**config.mk**
```make
export PLATFORM = sky130hd
export DESIGN_NAME = start_length_crc16_deframer_unit_flat
export DESIGN_NICKNAME = d
export VERILOG_FILES = /design/src/rtl/slcd_pkg.sv /design/src/rtl/slcd_ifs.sv /design/src/rtl/start_length_crc16_deframer_unit.sv /design/src/flat_wrapper.sv
export VERILOG_INCLUDE_DIRS = /design/src /design/src/rtl
export SDC_FILE = /design/constraint.sdc
export NUM_CORES = 1
export LEC_CHECK = 0
export ABC_AREA = 1
export ABC_CLOCK_PERIOD_IN_PS = 6800
export BUFFER_PORTS_ARGS = -buffer_cell sky130_fd_sc_hd__buf_2
export CAP_MARGIN = 20
export CORE_ASPECT_RATIO = 1.4
export CORE_MARGIN = 3
export CORE_UTILIZATION = 35
export DETAILED_ROUTE_END_ITERATION = 6
export MAX_ROUTING_LAYER = met4
export SYNTH_ARGS = -nofsm -noshare
export SYNTH_HDL_FRONTEND = slang
export SYNTH_SLANG_ARGS = --single-unit
```
**constraint.sdc**
```tcl
create_clock -name clk -period 6.8 [get_ports clk]
set_clock_uncertainty 0.1 [all_clocks]
set_input_delay 1.02 -clock clk [delete_from_list [all_inputs] [get_ports clk]]
set_output_delay 1.02 -clock clk [all_outputs]
set_load 0.02 [all_outputs]
```
**src/rtl/start_length_crc16_deframer_unit_defines.svh**
```systemverilog
`ifndef START_LENGTH_CRC16_DEFRAMER_UNIT_DEFINES_SVH
`define START_LENGTH_CRC16_DEFRAMER_UNIT_DEFINES_SVH

// Same-cycle implication, checked on every clock outside reset.
`define SLCD_ASSERT_NOW(label, ante, cons, msg) \
  label: assert property (@(posedge clk) disable iff (rst) (ante) |-> (cons)) \
    else $error(msg);

// Next-cycle implication.
`define SLCD_ASSERT_NEXT(label, ante, cons, msg) \
  label: assert property (@(posedge clk) disable iff (rst) (ante) |=> (cons)) \
    else $error(msg);

`endif

```
**src/rtl/slcd_pkg.sv**
```systemverilog
`timescale 1ns / 1ps
`default_nettype none

package slcd_pkg;

  localparam int unsigned CFG_INDEX_W = 8;

  // command codes
  localparam logic [1:0] CMD_ARM  = 2'd0;
  localparam logic [1:0] CMD_BYTE = 2'd1;
  localparam logic [1:0] CMD_TICK = 2'd2;

  // result kinds
  localparam logic [1:0] KIND_PAYLOAD = 2'd0;
  localparam logic [1:0] KIND_GOOD    = 2'd1;
  localparam logic [1:0] KIND_FAIL    = 2'd2;

  // failure reasons
  localparam logic [2:0] FAIL_NONE      = 3'd0;
  localparam logic [2:0] FAIL_HUNT_TO   = 3'd1;
  localparam logic [2:0] FAIL_BYTE_TO   = 3'd2;
  localparam logic [2:0] FAIL_BAD_LEN   = 3'd3;
  localparam logic [2:0] FAIL_CRC       = 3'd4;

  // configuration register indexes
  localparam logic [CFG_INDEX_W-1:0] REG_MAX_PAYLOAD   = 8'd0;
  localparam logic [CFG_INDEX_W-1:0] REG_TIMEOUT_TICKS = 8'd1;

  localparam logic [7:0]  START_BYTE      = 8'hAA;
  localparam logic [7:0]  DEFAULT_TIMEOUT = 8'd200;
  localparam logic [7:0]  DEFAULT_MAX_LEN = 8'd255;
  localparam logic [15:0] CRC_INIT        = 16'hFFFF;
  localparam logic [15:0] CRC_POLY        = 16'hA001;

  typedef struct packed {
    logic [1:0] kind;
    logic [7:0] data_byte;
    logic [7:0] frame_length;
    logic [2:0] fail_code;
  } result_t;

endpackage

`default_nettype wire

```
**src/rtl/slcd_ifs.sv**
```systemverilog
`timescale 1ns / 1ps
`default_nettype none

interface slcd_in_if;
  logic       valid;
  logic       ready;
  logic [1:0] cmd;
  logic [7:0] rx_byte;

  modport source (output valid, output cmd, output rx_byte, input ready);
  modport sink (input valid, input cmd, input rx_byte, output ready);
endinterface

interface slcd_out_if;
  logic       valid;
  logic       ready;
  logic [1:0] kind;
  logic [7:0] data_byte;
  logic [7:0] frame_length;
  logic [2:0] fail_code;

  modport source (output valid, output kind, output data_byte, output frame_length,
                  output fail_code, input ready);
  modport sink (input valid, input kind, input data_byte, input frame_length,
                input fail_code, output ready);
endinterface

interface slcd_cfg_if;
  logic                             valid;
  logic                             ready;
  logic [slcd_pkg::CFG_INDEX_W-1:0] index;
  logic [7:0]                       data;

  modport source (output valid, output index, output data, input ready);
  modport sink (input valid, input index, input data, output ready);
endinterface

`default_nettype wire

```
**src/rtl/start_length_crc16_deframer_unit.sv**
```systemverilog
`timescale 1ns / 1ps
`default_nettype none
`include "start_length_crc16_deframer_unit_defines.svh"

// Length-prefixed frame receiver with CRC-16/MODBUS check. Arm with a cmd 0
// word, then feed received bytes (cmd 1) and millisecond ticks (cmd 2). Each
// payload byte comes out as it arrives; the frame ends with one good or failed
// report, after which the block ignores bytes and ticks until armed again.
// Rate: one input word per clock, sustained. Every word is finished in the
// cycle it is accepted (byte-wide CRC update is a single combinational step)
// and its result, if any, is registered into the output buffer. Results
// sit in a two-entry output buffer; input ready drops only while both
// entries are full. Config writes are taken every cycle (ready tied high).
module start_length_crc16_deframer_unit (
  input  wire          clk,
  input  wire          rst,
  slcd_in_if.sink      item,
  slcd_out_if.source   result,
  slcd_cfg_if.sink     cfg
);

  localparam logic [2:0] PH_IDLE = 3'd0;
  localparam logic [2:0] PH_HUNT = 3'd1;
  localparam logic [2:0] PH_LEN  = 3'd2;
  localparam logic [2:0] PH_DATA = 3'd3;
  localparam logic [2:0] PH_CRCL = 3'd4;
  localparam logic [2:0] PH_CRCH = 3'd5;

  function automatic logic [15:0] crc_fold(input logic [15:0] crc_in, input logic [7:0] b);
    logic [15:0] c;
    c = crc_in ^ {8'h00, b};
    for (int k = 0; k < 8; k++) begin
      if (c[0]) begin
        c = (c >> 1) ^ slcd_pkg::CRC_POLY;
      end else begin
        c = c >> 1;
      end
    end
    return c;
  endfunction

  logic [7:0]  max_payload;
  logic [7:0]  timeout_ticks;

  logic [2:0]  phase, phase_next;
  logic [7:0]  tick_count, tick_count_next;
  logic [7:0]  payload_length, payload_length_next;
  logic [7:0]  bytes_left, bytes_left_next;
  logic [15:0] crc_accum, crc_accum_next;
  logic [7:0]  crc_low_byte, crc_low_byte_next;

  slcd_pkg::result_t res_new;
  logic              push;
  logic              pop;
  logic              acc;

  slcd_pkg::result_t buf0, buf1;
  logic [1:0]        fill;

  logic [7:0]  tick_inc;
  logic [7:0]  left_dec;
  logic [15:0] crc_folded;

  assign acc        = item.valid && item.ready;
  assign pop        = result.valid && result.ready;
  assign item.ready = (fill != 2'd2);
  assign cfg.ready  = 1'b1;

  assign tick_inc   = (tick_count == 8'hFF) ? tick_count : tick_count + 8'd1;
  assign left_dec   = bytes_left - 8'd1;
  assign crc_folded = crc_fold(crc_accum, item.rx_byte);

  always_comb begin
    phase_next          = phase;
    tick_count_next     = tick_count;
    payload_length_next = payload_length;
    bytes_left_next     = bytes_left;
    crc_accum_next      = crc_accum;
    crc_low_byte_next   = crc_low_byte;
    push                = 1'b0;
    res_new             = '0;
    if (acc) begin
      case (item.cmd)
        slcd_pkg::CMD_ARM: begin
          // drops any frame in progress without a report
          phase_next          = PH_HUNT;
          tick_count_next     = 8'd0;
          payload_length_next = 8'd0;
          bytes_left_next     = 8'd0;
          crc_accum_next      = slcd_pkg::CRC_INIT;
          crc_low_byte_next   = 8'd0;
        end
        slcd_pkg::CMD_TICK: begin
          if (phase != PH_IDLE) begin
            tick_count_next = tick_inc;
            if (tick_inc >= timeout_ticks) begin
              phase_next        = PH_IDLE;
              push              = 1'b1;
              res_new.kind      = slcd_pkg::KIND_FAIL;
              res_new.fail_code = (phase == PH_HUNT) ? slcd_pkg::FAIL_HUNT_TO
                                                     : slcd_pkg::FAIL_BYTE_TO;
            end
          end
        end
        slcd_pkg::CMD_BYTE: begin
          case (phase)
            PH_IDLE: begin
            end
            PH_HUNT: begin
              if (item.rx_byte == slcd_pkg::START_BYTE) begin
                phase_next      = PH_LEN;
                tick_count_next = 8'd0;
              end
            end
            PH_LEN: begin
              tick_count_next = 8'd0;
              if (item.rx_byte == 8'd0 || item.rx_byte > max_payload) begin
                phase_next        = PH_IDLE;
                push              = 1'b1;
                res_new.kind      = slcd_pkg::KIND_FAIL;
                res_new.fail_code = slcd_pkg::FAIL_BAD_LEN;
              end else begin
                payload_length_next = item.rx_byte;
                bytes_left_next     = item.rx_byte;
                crc_accum_next      = slcd_pkg::CRC_INIT;
                phase_next          = PH_DATA;
              end
            end
            PH_DATA: begin
              tick_count_next   = 8'd0;
              crc_accum_next    = crc_folded;
              bytes_left_next   = left_dec;
              if (left_dec == 8'd0) begin
                phase_next = PH_CRCL;
              end
              push              = 1'b1;
              res_new.kind      = slcd_pkg::KIND_PAYLOAD;
              res_new.data_byte = item.rx_byte;
            end
            PH_CRCL: begin
              tick_count_next   = 8'd0;
              crc_low_byte_next = item.rx_byte;
              phase_next        = PH_CRCH;
            end
            PH_CRCH: begin
              tick_count_next = 8'd0;
              phase_next      = PH_IDLE;
              push            = 1'b1;
              if ({item.rx_byte, crc_low_byte} == crc_accum) begin
                res_new.kind         = slcd_pkg::KIND_GOOD;
                res_new.frame_length = payload_length;
              end else begin
                res_new.kind      = slcd_pkg::KIND_FAIL;
                res_new.fail_code = slcd_pkg::FAIL_CRC;
              end
            end
            default: begin
              phase_next = PH_IDLE;
            end
          endcase
        end
        default: begin
        end
      endcase
    end
  end

  always_ff @(posedge clk) begin
    if (rst) begin
      max_payload    <= slcd_pkg::DEFAULT_MAX_LEN;
      timeout_ticks  <= slcd_pkg::DEFAULT_TIMEOUT;
      phase          <= PH_IDLE;
      tick_count     <= 8'd0;
      payload_length <= 8'd0;
      bytes_left     <= 8'd0;
      crc_accum      <= slcd_pkg::CRC_INIT;
      crc_low_byte   <= 8'd0;
    end else begin
      if (cfg.valid && cfg.ready) begin
        if (cfg.index == slcd_pkg::REG_MAX_PAYLOAD) begin
          max_payload <= cfg.data;
        end else if (cfg.index == slcd_pkg::REG_TIMEOUT_TICKS) begin
          timeout_ticks <= cfg.data;
        end
      end
      phase          <= phase_next;
      tick_count     <= tick_count_next;
      payload_length <= payload_length_next;
      bytes_left     <= bytes_left_next;
      crc_accum      <= crc_accum_next;
      crc_low_byte   <= crc_low_byte_next;
    end
  end

  // two-entry result buffer, buf0 is the head
  always_ff @(posedge clk) begin
    if (rst) begin
      fill <= 2'd0;
    end else begin
      if (push && pop) begin
        if (fill == 2'd1) begin
          buf0 <= res_new;
        end else begin
          buf0 <= buf1;
          buf1 <= res_new;
        end
      end else if (pop) begin
        buf0 <= buf1;
        fill <= fill - 2'd1;
      end else if (push) begin
        if (fill == 2'd0) begin
          buf0 <= res_new;
        end else begin
          buf1 <= res_new;
        end
        fill <= fill + 2'd1;
      end
    end
  end

  assign result.valid        = (fill != 2'd0);
  assign result.kind         = buf0.kind;
  assign result.data_byte    = buf0.data_byte;
  assign result.frame_length = buf0.frame_length;
  assign result.fail_code    = buf0.fail_code;

  `SLCD_ASSERT_NOW(a_fill_range, 1'b1, fill != 2'd3, "result buffer fill out of range")
  `SLCD_ASSERT_NOW(a_idle_silent, acc && phase == PH_IDLE && item.cmd != slcd_pkg::CMD_ARM,
                   !push, "result produced while idle")
  `SLCD_ASSERT_NEXT(a_report_idles, push && res_new.kind != slcd_pkg::KIND_PAYLOAD,
                    phase == PH_IDLE, "frame report did not return to idle")
  `SLCD_ASSERT_NOW(a_good_len, push && res_new.kind == slcd_pkg::KIND_GOOD,
                   res_new.frame_length != 8'd0, "good frame with zero length")

endmodule

`default_nettype wire

```
**src/flat_wrapper.sv**
```systemverilog
// flat-port wrapper written by rule: the top's interface ports become plain ports
module start_length_crc16_deframer_unit_flat 
  (clk, rst, item_valid, item_cmd, item_rx_byte, item_ready, result_valid, result_kind, result_data_byte, result_frame_length, result_fail_code, result_ready, cfg_valid, cfg_index, cfg_data, cfg_ready);
  slcd_in_if item_i ();
  slcd_out_if result_i ();
  slcd_cfg_if cfg_i ();
  input  wire clk;
  input  wire rst;
  input wire logic [$bits(item_i.valid)-1:0] item_valid;
  input wire logic [$bits(item_i.cmd)-1:0] item_cmd;
  input wire logic [$bits(item_i.rx_byte)-1:0] item_rx_byte;
  output wire logic [$bits(item_i.ready)-1:0] item_ready;
  output wire logic [$bits(result_i.valid)-1:0] result_valid;
  output wire logic [$bits(result_i.kind)-1:0] result_kind;
  output wire logic [$bits(result_i.data_byte)-1:0] result_data_byte;
  output wire logic [$bits(result_i.frame_length)-1:0] result_frame_length;
  output wire logic [$bits(result_i.fail_code)-1:0] result_fail_code;
  input wire logic [$bits(result_i.ready)-1:0] result_ready;
  input wire logic [$bits(cfg_i.valid)-1:0] cfg_valid;
  input wire logic [$bits(cfg_i.index)-1:0] cfg_index;
  input wire logic [$bits(cfg_i.data)-1:0] cfg_data;
  output wire logic [$bits(cfg_i.ready)-1:0] cfg_ready;
  assign item_i.valid = item_valid;
  assign item_i.cmd = item_cmd;
  assign item_i.rx_byte = item_rx_byte;
  assign item_ready = item_i.ready;
  assign result_valid = result_i.valid;
  assign result_kind = result_i.kind;
  assign result_data_byte = result_i.data_byte;
  assign result_frame_length = result_i.frame_length;
  assign result_fail_code = result_i.fail_code;
  assign result_i.ready = result_ready;
  assign cfg_i.valid = cfg_valid;
  assign cfg_i.index = cfg_index;
  assign cfg_i.data = cfg_data;
  assign cfg_ready = cfg_i.ready;
  start_length_crc16_deframer_unit u_core (.clk(clk), .rst(rst), .item(item_i), .result(result_i), .cfg(cfg_i));
endmodule
```
Word level (Yosys, flattened, before mapping)
Cells that the tools add are included.
W data, S select, Z words.
- add/sub/neg operators: 4
- multiply operators: 0
- divide/modulo/power cells: 0
- magnitude comparators: 2
- equal/unequal tests: 27
- shifts and indexed selects: 0
- muxes and demuxes: 66
- bitwise logic cells: 12
- reduce and logical (&&, ||, !) cells: 30
- operator list (operator ; count):
    $mux W21 ; 11
    $mux W16 ; 10
    $pmux W8 S2 ; 5
    $mux W8 ; 9
    $pmux W16 S2 ; 2
    $logic_not A8 Y1 ; 3
    $not A2 Y3 ; 8
    $pmux W8 S3 ; 1
    $mux W3 ; 7
    $mux W2 ; 9
    $eq A16 B16 Y1 ; 1
    $eq A8 B8 Y1 const B ; 2
    $xor A16 B8 Y16 ; 1
    $pmux W3 S5 ; 1
    $ne A2 B2 Y1 const B ; 7
    $pmux W3 S2 ; 2
    $reduce_bool A3 Y1 ; 4
    $reduce_and A5 Y1 ; 2
    $ne A3 B3 Y1 const B ; 3
    $pmux W3 S3 ; 1
    $reduce_and A3 Y1 ; 3
    $add A8 B1 Y8 const B ; 1
    $eq A8 B1 Y1 const B ; 1
    $ge A8 B8 Y1 ; 1
    25 further kinds ; 46
- register bits after elaboration: 111
- latch bits: 0
- memory bits (writable): 0
- ROM bits: 0
- input port bits: 31
- output and inout bits: 24
- word-level logic and storage cells: 158
- memories kept: 0

Logic depth before layout (Yosys ltp)
- depth in word-level cells: 19
- gate-level depth with buffers: 26
- gate-level depth less buffers: 25

Worst setup path before layout
Ideal clock, no wire load.
- kind: register to register
- start: register u_core.tick_count[0]
- end: register u_core.buf1[0] (netlist bit) (enable)
- data arrival time: 3667 ps
- setup slack: 2627 ps
- cell stages (with the launch flop): 21
- cells stage by stage: dfxtp_1 ha_1 inv_1 nor3_1 and3b_1 nand2_1 nand2_1 nand2_1 ha_1 a21oi_1 o21ai_0 nand2_1 nand3_1 nand3_1 nand3_1 nand2_1 inv_1 ha_1 o21ai_0 nand3_1 a21oi_1
- word-level cells in the longest chain between the ends: 10
- elaborated cells on any way between the ends: 14
- those cells by class: add/sub: 1; order compare: 1; eq/ne: 4; mux: 5; reduce/logical: 3
- RTL lines (what ; line ; source):
    from (decl) ; start_length_crc16_deframer_unit.sv:46 ; logic [7:0] tick_count, tick_count_next;
    from (signal assigned) ; start_length_crc16_deframer_unit.sv:187 ; tick_count <= tick_count_next;
    $add A8 B1 Y8 or $eq A8 B8 Y1 (tied branches) ; start_length_crc16_deframer_unit.sv:69 ; assign tick_inc = (tick_count == 8'hFF) ? tick_count : tick_count + 8'd1;
    $mux W8 (*) ; start_length_crc16_deframer_unit.sv:69 ;
    $ge A8 B8 Y1 (*) ; start_length_crc16_deframer_unit.sv:96 ; if (tick_inc >= timeout_ticks) begin
    $mux W1 (*) ; start_length_crc16_deframer_unit.sv:96 ;
    $mux W1 (*) ; start_length_crc16_deframer_unit.sv:94 ; if (phase != PH_IDLE) begin
    $pmux W1 S2 (*) ; start_length_crc16_deframer_unit.sv:83 ; case (item.cmd)
    $mux W1 (*) ; start_length_crc16_deframer_unit.sv:82 ; if (acc) begin
    $logic_and A1 B1 Y1 ; start_length_crc16_deframer_unit.sv:200 ; if (push && pop) begin
    $ne A2 B2 Y1 (no source line) (tied with other cells) ; n/a ;
    $reduce_and A5 Y1 (no source line) (*) ; n/a ;
    to (signal assigned) ; start_length_crc16_deframer_unit.sv:205 ; buf1 <= res_new;
    to (signal assigned) ; start_length_crc16_deframer_unit.sv:214 ; buf1 <= res_new;
    to (decl) ; start_length_crc16_deframer_unit.sv:57 ; slcd_pkg::result_t buf0, buf1;
Mark *: on every way between the ends. The rest lies on a longest branch, timed or not.
A chain may end at the register's enable or synchronous reset.

Final worst setup path
- start: register u_core.tick_count[0]
- end: register u_core.buf0 (netlist bit u_core.result.kind[1]), data pin
- word-level cells in the longest chain between the ends: 11
- elaborated cells on any way between the ends: 18
- those cells by class: add/sub: 1; order compare: 1; eq/ne: 1; mux: 14; reduce/logical: 1
- RTL lines (what ; line ; source):
    $add A8 B1 Y8 or $eq A8 B8 Y1 (tied branches) ; start_length_crc16_deframer_unit.sv:69 ;
    $mux W8 (*) ; start_length_crc16_deframer_unit.sv:69 ;
    $ge A8 B8 Y1 (*) ; start_length_crc16_deframer_unit.sv:96 ;
    $mux W2 ; start_length_crc16_deframer_unit.sv:96 ;
    $mux W2 ; start_length_crc16_deframer_unit.sv:94 ;
    $pmux W2 S2 ; start_length_crc16_deframer_unit.sv:83 ;
    $mux W21 ; start_length_crc16_deframer_unit.sv:82 ;
    $mux W21 ; start_length_crc16_deframer_unit.sv:211 ; if (fill == 2'd0) begin
    $mux W21 ; start_length_crc16_deframer_unit.sv:210 ; end else if (push) begin
    $mux W21 ; start_length_crc16_deframer_unit.sv:207 ; end else if (pop) begin
    $mux W21 (*) ; start_length_crc16_deframer_unit.sv:200 ;
    to (signal assigned) ; start_length_crc16_deframer_unit.sv:202 ; buf0 <= res_new;
    to (signal assigned) ; start_length_crc16_deframer_unit.sv:208 ; buf0 <= buf1;
    to (signal assigned) ; start_length_crc16_deframer_unit.sv:212 ; buf0 <= res_new;
    to (decl) ; start_length_crc16_deframer_unit.sv:57 ;
Mark *: on every way between the ends. The rest lies on a longest branch, timed or not. The select of a mux whose other input is x is not followed.

==> flow_summary_export.csv <==
group,metric,value,unit
die,rows,56,
grt,grt_pass1_vias,4889,
clock_tree,clk_path_buf_depth,2,
worst_setup_path,critPathRequiredTime,6.81,ns
synthesis,synth_top_area_share,22.7,%
detailed_routing,num_vias,5128,
timing,fmax,0.223,GHz
synthesis,ys_types,37,
cells_and_area,final_cell_mix,"nand2_1 (233), inv_1 (108), nor2_1 (74), dfxtp_1 (69), a21oi_1 (66)",
power_and_ir_drop,leakage,3.33,nW
cells_and_area,nets,920,
detailed_routing,post_drt_wl_per_cell,12.8,um
die,die_height,162,um
synthesis,synth-async-reset-ratio,0,%
worst_setup_path,crit_type,"reg -> reg",
timing,setup_violations,0,
clock_tree,post_cts_buffers,0,
grt,grt_usage,15.7,%
cells_and_area,final_common_cell,"nand2_1",
clock_tree,cts_root_buffer,"clkbuf_16",
placement,dp_hpwl,10300,um
detailed_routing,drc,0,
timing,min_period_over_period,65.8,%
grt,grt_max_degree,45,
grt,grt_pass1_wl,23800,um
power_and_ir_drop,finalPower,0.00150,W
cells_and_area,fill_cells,1779,
clock_tree,cts_sinks,111,
power_and_ir_drop,ir_drop,111,uV
clock_tree,cts-buffers-inserted,9,
timing,drv_slew,0,
synthesis,seq_area_frac_synth,43.5,%
worst_setup_path,cp-end-kind,"flop",
synthesis,synth_cells,820,
worst_setup_path,critPathArrivalTime,4.49,ns
timing,hold_violations,0,
synthesis,syn_area,6080,sq um
worst_setup_path,worstPathMaxFanout,30,
detailed_routing,viasPerCell,4.67,
grt,overflow,0,
flow_run,max_cap_violations,0,
placement,dp.cells,1081,
grt,antenna_found_initial,0,
detailed_routing,drt.antenna.violating_nets,0,
clock_tree,cts_hold_buffers,0,
die,initial_core_util,36.0,%
worst_setup_path,worst_path_most_repeated_cell,"inv_1",
detailed_routing,routed_wl,14000,um
die,die-area,19000,sq um
timing,min_period,4.48,ns
timing,finalSetupTns,0,ns
synthesis,synth_edf_count,42,
power_and_ir_drop,clock_power_share,35.9,%
placement,port_buffers,53,
cells_and_area,area_delta_synth_final,13.0,%
synthesis,synth_ff_type,"dfxtp_1",
clock_tree,cts_htree_levels,3,
placement,gp_congestion,0.853,
cells_and_area,insertedDiodeCount,0,
power_and_ir_drop,powerDensity,218,nW/um^2
detailed_routing,drtIter0Drc,240,
synthesis,synth_area_leaders,"dfxtp_1 (23%), edfxtp_1 (21%), nand2_1 (14%)",
synthesis,syn_nets,878,
clock_tree,cts.clk_slew.worst_paths,0.08,ns
synthesis,yosysTopAreaCell,"dfxtp_1",
power_and_ir_drop,internal_power,0.00105,W
timing,maxSlewHeadroom,36.4,%
worst_setup_path,critPathLaunchType,"flop",
worst_setup_path,cpPeakStageDelay,0.66,ns
cells_and_area,drive_gt1_share,10.3,%
timing,rsz0062_at_grt,"false",
die,io_pins,55,
synthesis,avgSynthCellArea,7.41,sq um
synthesis,ys_warn_count,0,
clock_tree,cts_resized,0,
status,status,"finished clean",
detailed_routing,firstDrtPassIters,4,
power_and_ir_drop,p_comb_share,15.4,%
power_and_ir_drop,switching_share,29.7,%
cells_and_area,instances_no_fill,1099,
power_and_ir_drop,p_switching,0.000445,W
die,core,16900,sq um
synthesis,ys_ff_latch,111,
timing,tightest_slew,0.954,ns
min_path,hold_class,"reg -> reg",
clock_tree,clk_latency,0.36,ns
die,die_x,117,um
clock_tree,cts_tree,"yes",
power_and_ir_drop,p_seq_share,48.7,%
worst_setup_path,cp_slowest_cell,"inv_1",
==> final cells by class <==
cell class	count	area, sq um	share of cell area, %
inverter	113	424	6.17
sequential	111	2640	38.4
tap	232	290	4.22
clock buffer	9	225	3.28
timing repair buffer	57	310	4.51
multi-input combinational	570	2900	42.2
clock inverter	7	80.1	1.17
==> worst max-delay path: cells and delay by family, from the launching register on <==
| family | cells | cell delay, ns |
|---|---|---|
| adders and majority gates | 3 | 0.59 |
| DFF | 1 | 0.39 |
| and+or+nand+nor | 11 | 1.54 |
| buffers and inverters | 7 | 1.04 |
| xor gates and xnor gates | 1 | 0.23 |
| AOI/OAI and AO/OA | 3 | 0.29 |
==> logic make-up after synthesis <==
logic type	share of synthesized area (%)
adder cells (fa/ha/maj)	5.56
flip-flops	43.5
buffers and inverters	8.95
other	0.0617
XOR/XNOR	3.17
AO/OA/AOI/OAI	13.3
AND/OR/NAND/NOR	25.5
==> sequential cells by signal (all words and copies together), names as in the netlist, 8 cells and up <==
name	flops
u_core.bytes_left	8
u_core.crc_accum	16
u_core.buf1	21
u_core.tick_count	8
u_core.result.data_byte	8
u_core.result.frame_length	8
u_core.max_payload	8
u_core.payload_length	8
u_core.crc_low_byte	8
u_core.timeout_ticks	8
==> per-stage QoR <==
| step | area (sq um) | worst slack [ns] | hold slack, ns | utilization (%) |
|---|---|---|---|---|
| 2_1_floorplan | 6080 | 2.63 | 0.329 | - |
| 3_3_place_gp | 6540 | 2.39 | 0.340 | 38.7 |
| 3_5_place_dp | 6540 | 2.30 | 0.359 | 38.7 |
| 4_1_cts | 6840 | 2.31 | 0.379 | 40.5 |
| 5_1_grt | 6870 | 1.74 | 0.403 | 40.7 |
| 6_report | 6870 | 2.32 | 0.377 | 40.7 |
==> power by group through the flow <==
stage | registers, W | logic, W | clock network (W)
floorplan | 0.000749 | 0.000165 | 0
global placement | 0.000745 | 0.000229 | 0
detailed placement | 0.000746 | 0.000230 | 0
CTS | 0.000730 | 0.000232 | 0.000556
global route | 0.000734 | 0.000265 | 0.000581
finish | 0.000730 | 0.000231 | 0.000538
==> synth_stat cells (2+ instances only) <==
cell type	count
nand3_1	31
nor4_1	2
ha_1	27
inv_1	108
or2_2	4
nor3_2	2
nor3_1	6
xnor2_1	12
a21oi_1	68
nor2_1	74
a22o_1	3
xor2_1	10
o21ai_0	50
o211ai_1	19
nand2_1	233
edfxtp_1	42
o21a_1	3
clkbuf_1	14
inv_2	4
buf_2	9
dfxtp_1	69
nand4_1	15
==> worst paths after layout <==
kind / startpoint / cells after the start / to / slack (ns)
setup reg to reg: u_core.tick_count[0] / 25 / u_core.result.kind[1] / 2.32
hold / removal: u_core.max_payload[7] / 2 / u_core.max_payload[7] / 0.38
setup / recovery: u_core.tick_count[0] / 25 / u_core.result.kind[1] / 2.32
hold reg to reg: u_core.max_payload[7] / 2 / u_core.max_payload[7] / 0.38
==> per-layer routing <==
metal  GRT usage [%]  wire length, um  vias to the layer above  share of wire [%]
met5               -                0                        -                  0
met4            3.47              146                        0                1.0
met3            2.65              508                        8                3.6
met1            18.5             6400                     2286                 46
li1                -                -                     2740                  -
met2            28.2             7000                       94                 50
Note: power is estimated with default switching activity, not from simulation.
